**src/hdl/mlr_pkg.sv**
```systemverilog
// Types, codes and octant mapping functions of the midpoint line rasterizer.
package mlr_pkg;

	localparam int COORD_BITS = 12;
	localparam int DIFF_BITS  = COORD_BITS + 1;
	localparam int STEP_BITS  = COORD_BITS + 2;
	localparam int DEC_BITS   = COORD_BITS + 4;

	typedef logic signed [COORD_BITS-1:0] coord_t;
	typedef logic signed [DIFF_BITS-1:0]  diff_t;
	typedef logic signed [STEP_BITS-1:0]  step_t;
	typedef logic signed [DEC_BITS-1:0]   dec_t;

	localparam logic ACT_START = 1'b0;
	localparam logic ACT_STEP  = 1'b1;

	typedef enum logic [2:0] {
		OCT_0, OCT_1, OCT_2, OCT_3, OCT_4, OCT_5, OCT_6, OCT_7
	} oct_t;

	typedef struct packed {
		coord_t a;
		coord_t b;
	} pt_t;

	// Clamp the most negative code so every negation fits.
	function automatic coord_t sat_coord(coord_t v);
		coord_t r;
		r = v;
		if (v == {1'b1, {(COORD_BITS-1){1'b0}}})
			r = {1'b1, {(COORD_BITS-2){1'b0}}, 1'b1};
		return r;
	endfunction

	function automatic diff_t mag(diff_t v);
		return v[DIFF_BITS-1] ? -v : v;
	endfunction

	function automatic oct_t pick_octant(diff_t dx, diff_t dy);
		logic wide;
		oct_t o;
		wide = mag(dx) > mag(dy);
		if (!dx[DIFF_BITS-1] && !dy[DIFF_BITS-1])
			o = wide ? OCT_0 : OCT_1;
		else if (!dx[DIFF_BITS-1])
			o = wide ? OCT_7 : OCT_6;
		else if (dy[DIFF_BITS-1])
			o = wide ? OCT_4 : OCT_5;
		else
			o = wide ? OCT_3 : OCT_2;
		return o;
	endfunction

	function automatic pt_t to_zero(oct_t o, coord_t x, coord_t y);
		pt_t p;
		case (o)
			OCT_0: begin p.a = x;  p.b = y;  end
			OCT_1: begin p.a = y;  p.b = x;  end
			OCT_2: begin p.a = y;  p.b = -x; end
			OCT_3: begin p.a = -x; p.b = y;  end
			OCT_4: begin p.a = -x; p.b = -y; end
			OCT_5: begin p.a = -y; p.b = -x; end
			OCT_6: begin p.a = -y; p.b = x;  end
			default: begin p.a = x; p.b = -y; end
		endcase
		return p;
	endfunction

	// Result a holds x, b holds y.
	function automatic pt_t from_zero(oct_t o, coord_t a, coord_t b);
		pt_t p;
		case (o)
			OCT_0: begin p.a = a;  p.b = b;  end
			OCT_1: begin p.a = b;  p.b = a;  end
			OCT_2: begin p.a = -b; p.b = a;  end
			OCT_3: begin p.a = -a; p.b = b;  end
			OCT_4: begin p.a = -a; p.b = -b; end
			OCT_5: begin p.a = -b; p.b = -a; end
			OCT_6: begin p.a = b;  p.b = -a; end
			default: begin p.a = a; p.b = -b; end
		endcase
		return p;
	endfunction

endpackage

```
**src/hdl/midpoint_line_rasterizer_unit.sv**
```systemverilog
// Midpoint line rasterizer: eight-octant line walker, one pixel per request.
//
// Input channel (in_valid/in_ready): action 0 starts a line from start_x/y
// to end_x/y and emits the start pixel; action 1 advances one pixel along
// the active line. Output channel (out_valid/out_ready): one result per
// request, pixel_x/pixel_y in original coordinates, pixel_valid low for a
// step with no active line, last_pixel high on the line's end point.
// A request passes through the input register, then the result register.
// Throughput: one request per cycle while the result is not stalled; the
// add, compare and octant remap of a step sit between those two registers,
// and the walker state is updated in the same cycle.
// When out_ready is low the result holds; the input register still takes
// one request, after which in_ready drops until the result is taken.
// Reset clears the line, both registers' valid bits and the octant; a step
// after reset gives an invalid result. A start during an active line
// drops the old line at once.
module midpoint_line_rasterizer_unit (
	input  logic               clk,
	input  logic               arst_n,
	input  logic               in_valid,
	output logic               in_ready,
	input  logic               action,
	input  mlr_pkg::coord_t    start_x,
	input  mlr_pkg::coord_t    start_y,
	input  mlr_pkg::coord_t    end_x,
	input  mlr_pkg::coord_t    end_y,
	output logic               out_valid,
	input  logic               out_ready,
	output mlr_pkg::coord_t    pixel_x,
	output mlr_pkg::coord_t    pixel_y,
	output logic               pixel_valid,
	output logic               last_pixel
);
	import mlr_pkg::*;

	// input register
	logic   vld_s1;
	logic   act_s1;
	coord_t sx_s1, sy_s1, ex_s1, ey_s1;

	// walker state
	logic   active_q;
	oct_t   oct_q;
	coord_t wx_q, wy_q, wend_q;
	dec_t   dec_q;
	step_t  east_q, diag_q;

	// result register
	logic   out_valid_q;
	coord_t px_q, py_q;
	logic   pvld_q, last_q;

	logic   advance;
	coord_t sx, sy, ex, ey;
	diff_t  dx, dy, mx, my, dx0, dy0;
	logic   wide;
	oct_t   st_oct;
	pt_t    st_pt, en_pt;
	coord_t nx, ny;
	logic   take_diag;
	dec_t   ndec;
	logic   step_last;
	pt_t    pix;

	assign advance  = !out_valid_q || out_ready;
	assign in_ready = !vld_s1 || advance;

	// start path
	always_comb begin
		sx     = sat_coord(sx_s1);
		sy     = sat_coord(sy_s1);
		ex     = sat_coord(ex_s1);
		ey     = sat_coord(ey_s1);
		dx     = diff_t'(ex) - diff_t'(sx);
		dy     = diff_t'(ey) - diff_t'(sy);
		mx     = mag(dx);
		my     = mag(dy);
		wide   = mx > my;
		dx0    = wide ? mx : my;
		dy0    = wide ? my : mx;
		st_oct = pick_octant(dx, dy);
		st_pt  = to_zero(st_oct, sx, sy);
		en_pt  = to_zero(st_oct, ex, ey);
	end

	// step path
	always_comb begin
		take_diag = !dec_q[DEC_BITS-1];
		nx        = wx_q + coord_t'(1);
		ny        = take_diag ? wy_q + coord_t'(1) : wy_q;
		ndec      = dec_q + (take_diag ? dec_t'(diag_q) : dec_t'(east_q));
		step_last = nx >= wend_q;
		pix       = from_zero(oct_q, nx, ny);
	end

	always_ff @(posedge clk or negedge arst_n) begin
		if (!arst_n) begin
			vld_s1      <= 1'b0;
			out_valid_q <= 1'b0;
			active_q    <= 1'b0;
			oct_q       <= OCT_0;
			wx_q        <= '0;
			wy_q        <= '0;
			wend_q      <= '0;
			dec_q       <= '0;
			east_q      <= '0;
			diag_q      <= '0;
		end else begin
			if (in_ready)
				vld_s1 <= in_valid;
			if (advance)
				out_valid_q <= vld_s1;
			if (advance && vld_s1) begin
				if (act_s1 == ACT_START) begin
					oct_q    <= st_oct;
					wx_q     <= st_pt.a;
					wy_q     <= st_pt.b;
					wend_q   <= en_pt.a;
					dec_q    <= (dec_t'(dy0) <<< 1) - dec_t'(dx0);
					east_q   <= step_t'(dy0) <<< 1;
					diag_q   <= step_t'(dy0 - dx0) <<< 1;
					active_q <= dx0 != '0;
				end else if (active_q) begin
					wx_q     <= nx;
					wy_q     <= ny;
					dec_q    <= ndec;
					active_q <= !step_last;
				end
			end
		end
	end

	always_ff @(posedge clk) begin
		if (in_valid && in_ready) begin
			act_s1 <= action;
			sx_s1  <= start_x;
			sy_s1  <= start_y;
			ex_s1  <= end_x;
			ey_s1  <= end_y;
		end
		if (advance && vld_s1) begin
			if (act_s1 == ACT_START) begin
				px_q   <= sx;
				py_q   <= sy;
				pvld_q <= 1'b1;
				last_q <= dx0 == '0;
			end else if (active_q) begin
				px_q   <= pix.a;
				py_q   <= pix.b;
				pvld_q <= 1'b1;
				last_q <= step_last;
			end else begin
				// no active line: drop the step
				px_q   <= '0;
				py_q   <= '0;
				pvld_q <= 1'b0;
				last_q <= 1'b0;
			end
		end
	end

	assign out_valid   = out_valid_q;
	assign pixel_x     = px_q;
	assign pixel_y     = py_q;
	assign pixel_valid = pvld_q;
	assign last_pixel  = last_q;

endmodule

```
**config.mk**
```make
export PLATFORM = sky130hd
export DESIGN_NAME = midpoint_line_rasterizer_unit
export DESIGN_NICKNAME = d
export VERILOG_FILES = /design/src/hdl/mlr_pkg.sv /design/src/hdl/midpoint_line_rasterizer_unit.sv
export SDC_FILE = /design/constraint.sdc
export NUM_CORES = 1
export LEC_CHECK = 0
export BUFFER_PORTS_ARGS = -buffer_cell sky130_fd_sc_hd__buf_2
export CORE_MARGIN = 2
export CORE_UTILIZATION = 35
export CTS_CLUSTER_DIAMETER = 30
export DETAILED_ROUTE_END_ITERATION = 6
export GPL_ROUTABILITY_DRIVEN = 0
export PLACE_DENSITY_LB_ADDON = 0.08
export REMOVE_ABC_BUFFERS = 1
export SYNTH_ARGS = -nofsm -noshare
export SYNTH_HDL_FRONTEND = slang
export SYNTH_SLANG_ARGS = --single-unit
```
**constraint.sdc**
```tcl
create_clock -name clk -period 11.71 [get_ports clk]
set_input_delay 2.342 -clock clk [delete_from_list [all_inputs] [get_ports clk]]
set_output_delay 2.342 -clock clk [all_outputs]
set_load 0.005 [all_outputs]
```
==> metrics, run 1 <==
largest net degree at the start of global routing=81; DP Cell Count=2436; worst-margin pin slew=1100 ps; Mapped Cells=1867; Layout Cells excl Fill=approximately 2500; worst hold slack=475 ps; Synth Cell Area=0.0152 mm2; PostCTS Resize Cnt=0; Worst Path Required=12080 ps; fin util=just under 40%; P_sw=about 2600 uW; antenna violations before repair=0; DRC viols=0; fmax=0.104 GHz; DP HPWL=41700 um; Reg power frac=18.1%; CTS tree=built; CP max FO=38; Slew Limit Fails=0; vias in the first global route=13535; Max clock buf depth=2; combinational share of power=a little over two thirds; worst r2r dst=dec_q[15]; final setup violation count=0; Clk pin slew, worst setup/hold paths=70 ps; Pleak=between 0.006 and 0.007 uW; row count=76; Yosys warnings=0; Fin Setup TNS=0 ps; clock power share=11.9%; Synth Flop Type=dfrtp_1; outcome=completed; Die Span Y=213 um; Max Cap Viol=0; core area=approximately 0.043 mm2; Root Driver=clkbuf_16; Hold Crit Class=flop to flop; worst r2r path cells=33; Critical Path Max Stage Delay=620 ps; Worst Hold End=east_q[10]; synthesized flop and latch total=158; CP Data Arrival Time=between 10000 and 15000 ps; sequential-to-total area share from yosys stat=between 20 and 30%; nets=2013; hold path cells=2; first drt pass iteration count=5; first-pass GRT wire length=83800 um; biggest area consumer among synthesized cells=edfxtp_1; Port Buffers=80; gr ovfl total=0; Initial Utilization=between 30% and 40%; power density over the cells=around 300 mW/mm2; Yosys cell types=100; io pins=roughly 80; Sink Count=158; Post-Syn Area per Cell=slightly above 8 um2; Pwr Total=5030 uW; VDD IR-drop max=between 0.0001 and 0.00015 V; Yosys top cell area share=14.8%; Vias=14554; number of flops mapped to enable cells by yosys=75; post-route ant nets=0; crit path kind=flop to flop; reg2reg start=sy_s1[7]; Slew headroom=26.1%; Async SR Flop Fraction=a little over half; critical path's slowest cell=nor4_2; Avg Vias per Cell=5.90; routed length per instance=22.3 um; switching part of the total power=about 50%; post-layout min period=9640 ps; period utilisation layout=between 80 and 90%; endpoints failing hold=0; Worst-Skew Late Latency=490 ps; total routed wirelength=between 50000 and 60000 um; r2r setup slk=2070 ps; H-tree levels=4; DRC marker count from the first detailed-route iteration=about 1400; fill count=~4500; Num CTS Buffers=17; Worst setup SP type=flop; Total GRT Usage=24.8%; Worst Setup End Kind=flop; top cells by area, synth=edfxtp_1 15%, dfrtp_1 14%, ha_1 7.1%, xnor2_1 4.6%, nand2_1 4.5%; hold path startpoint=east_q[10]; hold buffers post-CTS=0; Chip Width=213 um; clk_skew=14.2 ps; n_diodes=0; RSZ-0062 raised after global routing=no; Die Area=0.0452 mm2; internal power=2450 uW; fraction of layout cells with a size suffix above 1=approximately 12%; area delta synth->final=9.63%; postcts setup bufs=0
## metrics by stage
step / worst slack, ps / instance area (um2)
after floorplan: 2300 / 14800
after global placement: 2470 / 16100
after detailed placement: 2290 / 16100
after CTS: 2250 / 16700
after global routing: 1520 / 16700
final: 2070 / 16700
## area by class of cell
cell class | instances | area (um2) | share of cell area, %
inverters | 107 | 402 | 2.40
repair buffers | 107 | 606 | 3.62
well taps | 585 | 732 | 4.38
clock inverters | 13 | 165 | 0.989
flip-flops and latches | 158 | 4330 | 25.9
multi-input cells | 1479 | 10000 | 60.1
clock buffers | 19 | 433 | 2.59
## metal layers
metal / track usage, % / up-vias / part of all wire, % / routed length, um
met4: 8.25 / 0 / 2.6 / 1430
met5: 0 / - / 0 / 0
met1: 34.9 / 7095 / 47 / 26000
met2: 38.9 / 465 / 45 / 24800
met3: 3.62 / 67 / 5.2 / 2890
li1: - / 6927 / - / -
## power groups by stage
| stage | sequential (uW) | clock [uW] | combinational (uW) |
|---|---|---|---|
| 6_report | 908 | 598 | 3520 |
| 5_1_grt | 929 | 636 | 3890 |
| 4_1_cts | 906 | 618 | 3490 |
| 3_5_place_dp | 918 | 0 | 3470 |
| 3_3_place_gp | 912 | 0 | 3450 |
| 2_1_floorplan | 911 | 0 | 2480 |
## cells in the mapped netlist (all sizes together), types with 9 or more instances
library cell / count
nand4: 16
nand2: 184
nor2b: 16
inv: 105
a221oi: 29
clkbuf: 98
dfrtp: 83
edfxtp: 75
o211ai: 14
a21oi: 136
mux2i: 20
nor3: 61
mux4: 16
buf: 25
or4: 9
o31ai: 21
xor2: 41
xnor2: 81
a31oi: 22
o22ai: 43
a21o: 23
nor4: 17
nand3: 50
nand2b: 28
ha: 86
a22oi: 15
mux2: 21
a22o: 9
a211oi: 16
o21ai: 129
o311ai: 10
and2: 9
or3: 20
nor2: 163
o21a: 16
and3: 23
## worst max-delay path by stage
stage	cells past startpoint	startpoint	end
4_1_cts	33	sy_s1[7]	dec_q[15]
3_3_place_gp	33	sy_s1[7]	dec_q[14]
3_5_place_dp	33	sy_s1[7]	dec_q[15]
6_report	33	sy_s1[7]	dec_q[15]
5_1_grt	33	sy_s1[7]	dec_q[15]
2_1_floorplan	32	sy_s1[7]	dec_q[14]
## layout by cell type (no fill, tap or decap), drive strengths merged, types with 9 or more instances in the layout
master / Yosys / layout
a211oi: 16 / 16
a21o: 23 / 23
a21oi: 136 / 136
a221oi: 29 / 29
a22o: 9 / 9
a22oi: 15 / 15
a31oi: 22 / 22
and2: 9 / 9
and3: 23 / 23
buf: 25 / 107
clkbuf: 98 / 19
dfrtp: 83 / 83
edfxtp: 75 / 75
ha: 86 / 86
inv: 105 / 108
mux2: 21 / 21
mux2i: 20 / 20
mux4: 16 / 16
nand2: 184 / 184
nand2b: 28 / 28
nand3: 50 / 50
nand4: 16 / 16
nor2: 163 / 163
nor2b: 16 / 16
nor3: 61 / 61
nor4: 17 / 17
o211ai: 14 / 14
o21a: 16 / 16
o21ai: 129 / 129
o22ai: 43 / 43
o311ai: 10 / 10
o31ai: 21 / 21
or3: 20 / 20
or4: 9 / 9
xnor2: 81 / 81
xor2: 41 / 41
## sequential cells by signal (all words and copies together) (netlist names)
name and flops:
out_valid 1, sy_s1 12, ey_s1 12, wend_q 12
wx_q 12, last_pixel 1, sx_s1 12, act_s1 1
ex_s1 12, east_q 13, pixel_valid 1, pixel_y 12
wy_q 12, vld_s1 1, oct_q 3, pixel_x 12
active_q 1, dec_q 15, diag_q 13
## critical path, delay by kind of cell (launching register included)
family	cells	cell delay (ps)
adders and majority gates	4	1420
and+or+nand+nor	7	2400
AOI/OAI and AO/OA	15	3570
DFF	1	510
muxes	1	290
buffers and inverters	6	1320
## kinds of logic after synthesis
group,count (synthesis),share of synthesized area [%]
compound gates,578,25.5
simple gates,631,20.1
fa+ha+maj,90,7.59
xor+xnor,123,7.26
buf+inv,230,5.84
mux,57,5.25
flops,158,28.4
Power figures use the tool's default switching activity.
==> run 2: changes to the inputs <==
==> constraint.sdc (replaced) <==
create_clock -name clk -period 9.8 [get_ports clk]
set_input_delay 1.96 -clock clk [delete_from_list [all_inputs] [get_ports clk]]
set_output_delay 1.96 -clock clk [all_outputs]
set_load 0.005 [all_outputs]
==> run 2 against run 1 <==
Fmax increased by 6.3%. Worst hold slack got worse by 1.2 ps. Die area unchanged. Flip-flop and latch count unchanged. Combinational power increased by 20%. Worst setup slack got worse by 1300 ps. Cell count increased by 0.20%. Non-clock buffer count increased by 5. Critical path type unchanged.
==> metrics, run 2 (synthesis results as in run 1) <==
H-tree levels=4; io pins=81; register area=0.00433 mm2; biggest regs=dec_q (15), diag_q (13), east_q (13); Max clock buf depth=2; Die Area=0.0452 mm2; worst hold slack=474 ps; Critical Path Source=sx_s1[3]; n_diodes=0; Max Cap Viol=0; P_sw=3080 uW; fin util=between 30% and 40%; Cell Area, Placed=around 0.016 mm2; Clk pin slew, worst setup/hold paths=about 70 ps; Worst setup SP type=flop; power density over the cells=358 mW/mm2; row count=76; Slew Limit Fails=0; post-route cell area=0.0168 mm2; Critical Path Max Stage Delay=520 ps; Reg with most FFs=dec_q; Num CTS Buffers=17; Port Buffers=80; post-layout min period=9070 ps; CTS tree=built; core area=0.0430 mm2; Sink Count=158; hold path startpoint=east_q[6]; Worst Path Required=10180 ps; most frequent cells in the layout=182 x nand2_1, 157 x nor2_1, 136 x a21oi_1, 124 x o21ai_0, 101 x inv_1; CP max FO=8; crit path kind=flop to flop; DP Worst Slack=774 ps; worst-margin pin slew=1140 ps; internal power=roughly 2900 uW; combinational share of power=70.5%; PostCTS Resize Cnt=0; Multi-input gate area=0.0101 mm2; reg2reg start=sx_s1[3]; period utilisation layout=92.6%; Slew headroom=between 20% and 30%; Fin Setup TNS=0 ps; DRC marker count from the first detailed-route iteration=1319; antenna violations before repair=1; CP Data Arrival Time=between 9000 and 10000 ps; vias in the first global route=13505; fmax=about 0.11 GHz; clk_skew=between 15 and 20 ps; Reg power frac=18.1%; area delta synth->final=10.0%; commonest non-fill, non-tap cell in the layout=nand2_1; VDD IR-drop max=0.000164 V; fill count=4439; routed length per instance=roughly 22 um; postcts setup bufs=0; DP HPWL=41400 um; Total GRT Usage=24.7%; clock power share=11.5%; Worst-Skew Late Latency=500 ps; post-route ant nets=0; Hold Crit Class=flop to flop; Die Span Y=213 um; final setup violation count=0; max FFs per register=15; Initial Utilization=35.5%; first-pass GRT wire length=83400 um; switching part of the total power=between 50 and 60%; endpoints failing hold=0; Root Driver=clkbuf_16; Worst Setup End Kind=flop; outcome=completed; critical path's slowest cell=fa_1; DRC viols=0; RSZ-0062 raised after global routing=no; Pleak=0.00671 uW; fraction of layout cells with a size suffix above 1=12.0%; total routed wirelength=54400 um; Chip Width=213 um; gr ovfl total=0; nets=2018; hold buffers post-CTS=0; Vias=between 10000 and 15000; Avg Vias per Cell=5.84; largest net degree at the start of global routing=81; first drt pass iteration count=5; final worst setup slack=730 ps
-- run 2: per-stage QoR --
stage               cells  total power [uW]
floorplan            1744              4050
global placement     2441              5220
detailed placement   2441              5250
CTS                  2473              5970
global route         2473              6520
finish               2473              5990
-- run 2: power groups by stage --
stage | Sequential [uW] | Clock [uW] | Combinational, uW
3_5_place_dp | 1090 | 0 | 4150
4_1_cts | 1080 | 710 | 4180
6_report | 1080 | 688 | 4220
3_3_place_gp | 1090 | 0 | 4130
5_1_grt | 1110 | 729 | 4680
2_1_floorplan | 1090 | 0 | 2960
-- run 2: worst paths after layout --
path / cells past startpoint / slack, ps / to
max reg2reg: 33 / 730 / dec_q[14]
max: 33 / 730 / dec_q[14]
max in group asynchronous: 2 / 7210 / wend_q[10]
min: 2 / 470 / east_q[6]
min in group asynchronous: 1 / 1420 / out_valid
min reg2reg: 2 / 470 / east_q[6]
-- run 2: critical path: cells and delay by family, from the launching register on --
family / cells / cell delay (ps)
buffers and inverters: 3 / 410
XOR/XNOR: 1 / 220
AO/OA/AOI/OAI: 15 / 3660
AND/OR/NAND/NOR: 9 / 2400
flip-flops: 1 / 510
adder cells (fa/ha/maj): 4 / 1450
multiplexers: 1 / 300
-- run 2: area by class of cell --
cell class	instances	share of cell area, %
Inverter	107	2.40
Multi-Input combinational cell	1479	60.1
Timing Repair Buffer	112	3.84
Clock inverter	11	0.649
Tap cell	585	4.37
Clock buffer	21	2.81
Sequential cell	158	25.8
-- run 2: layer usage --
metal | GRT usage [%] | vias up | share of wire [%]
met2 | 38.9 | 464 | 45
met1 | 35.0 | 6967 | 47
met4 | 7.98 | 0 | 2.4
met3 | 3.29 | 62 | 5.1
met5 | 0 | - | 0
li1 | - | 6938 | -
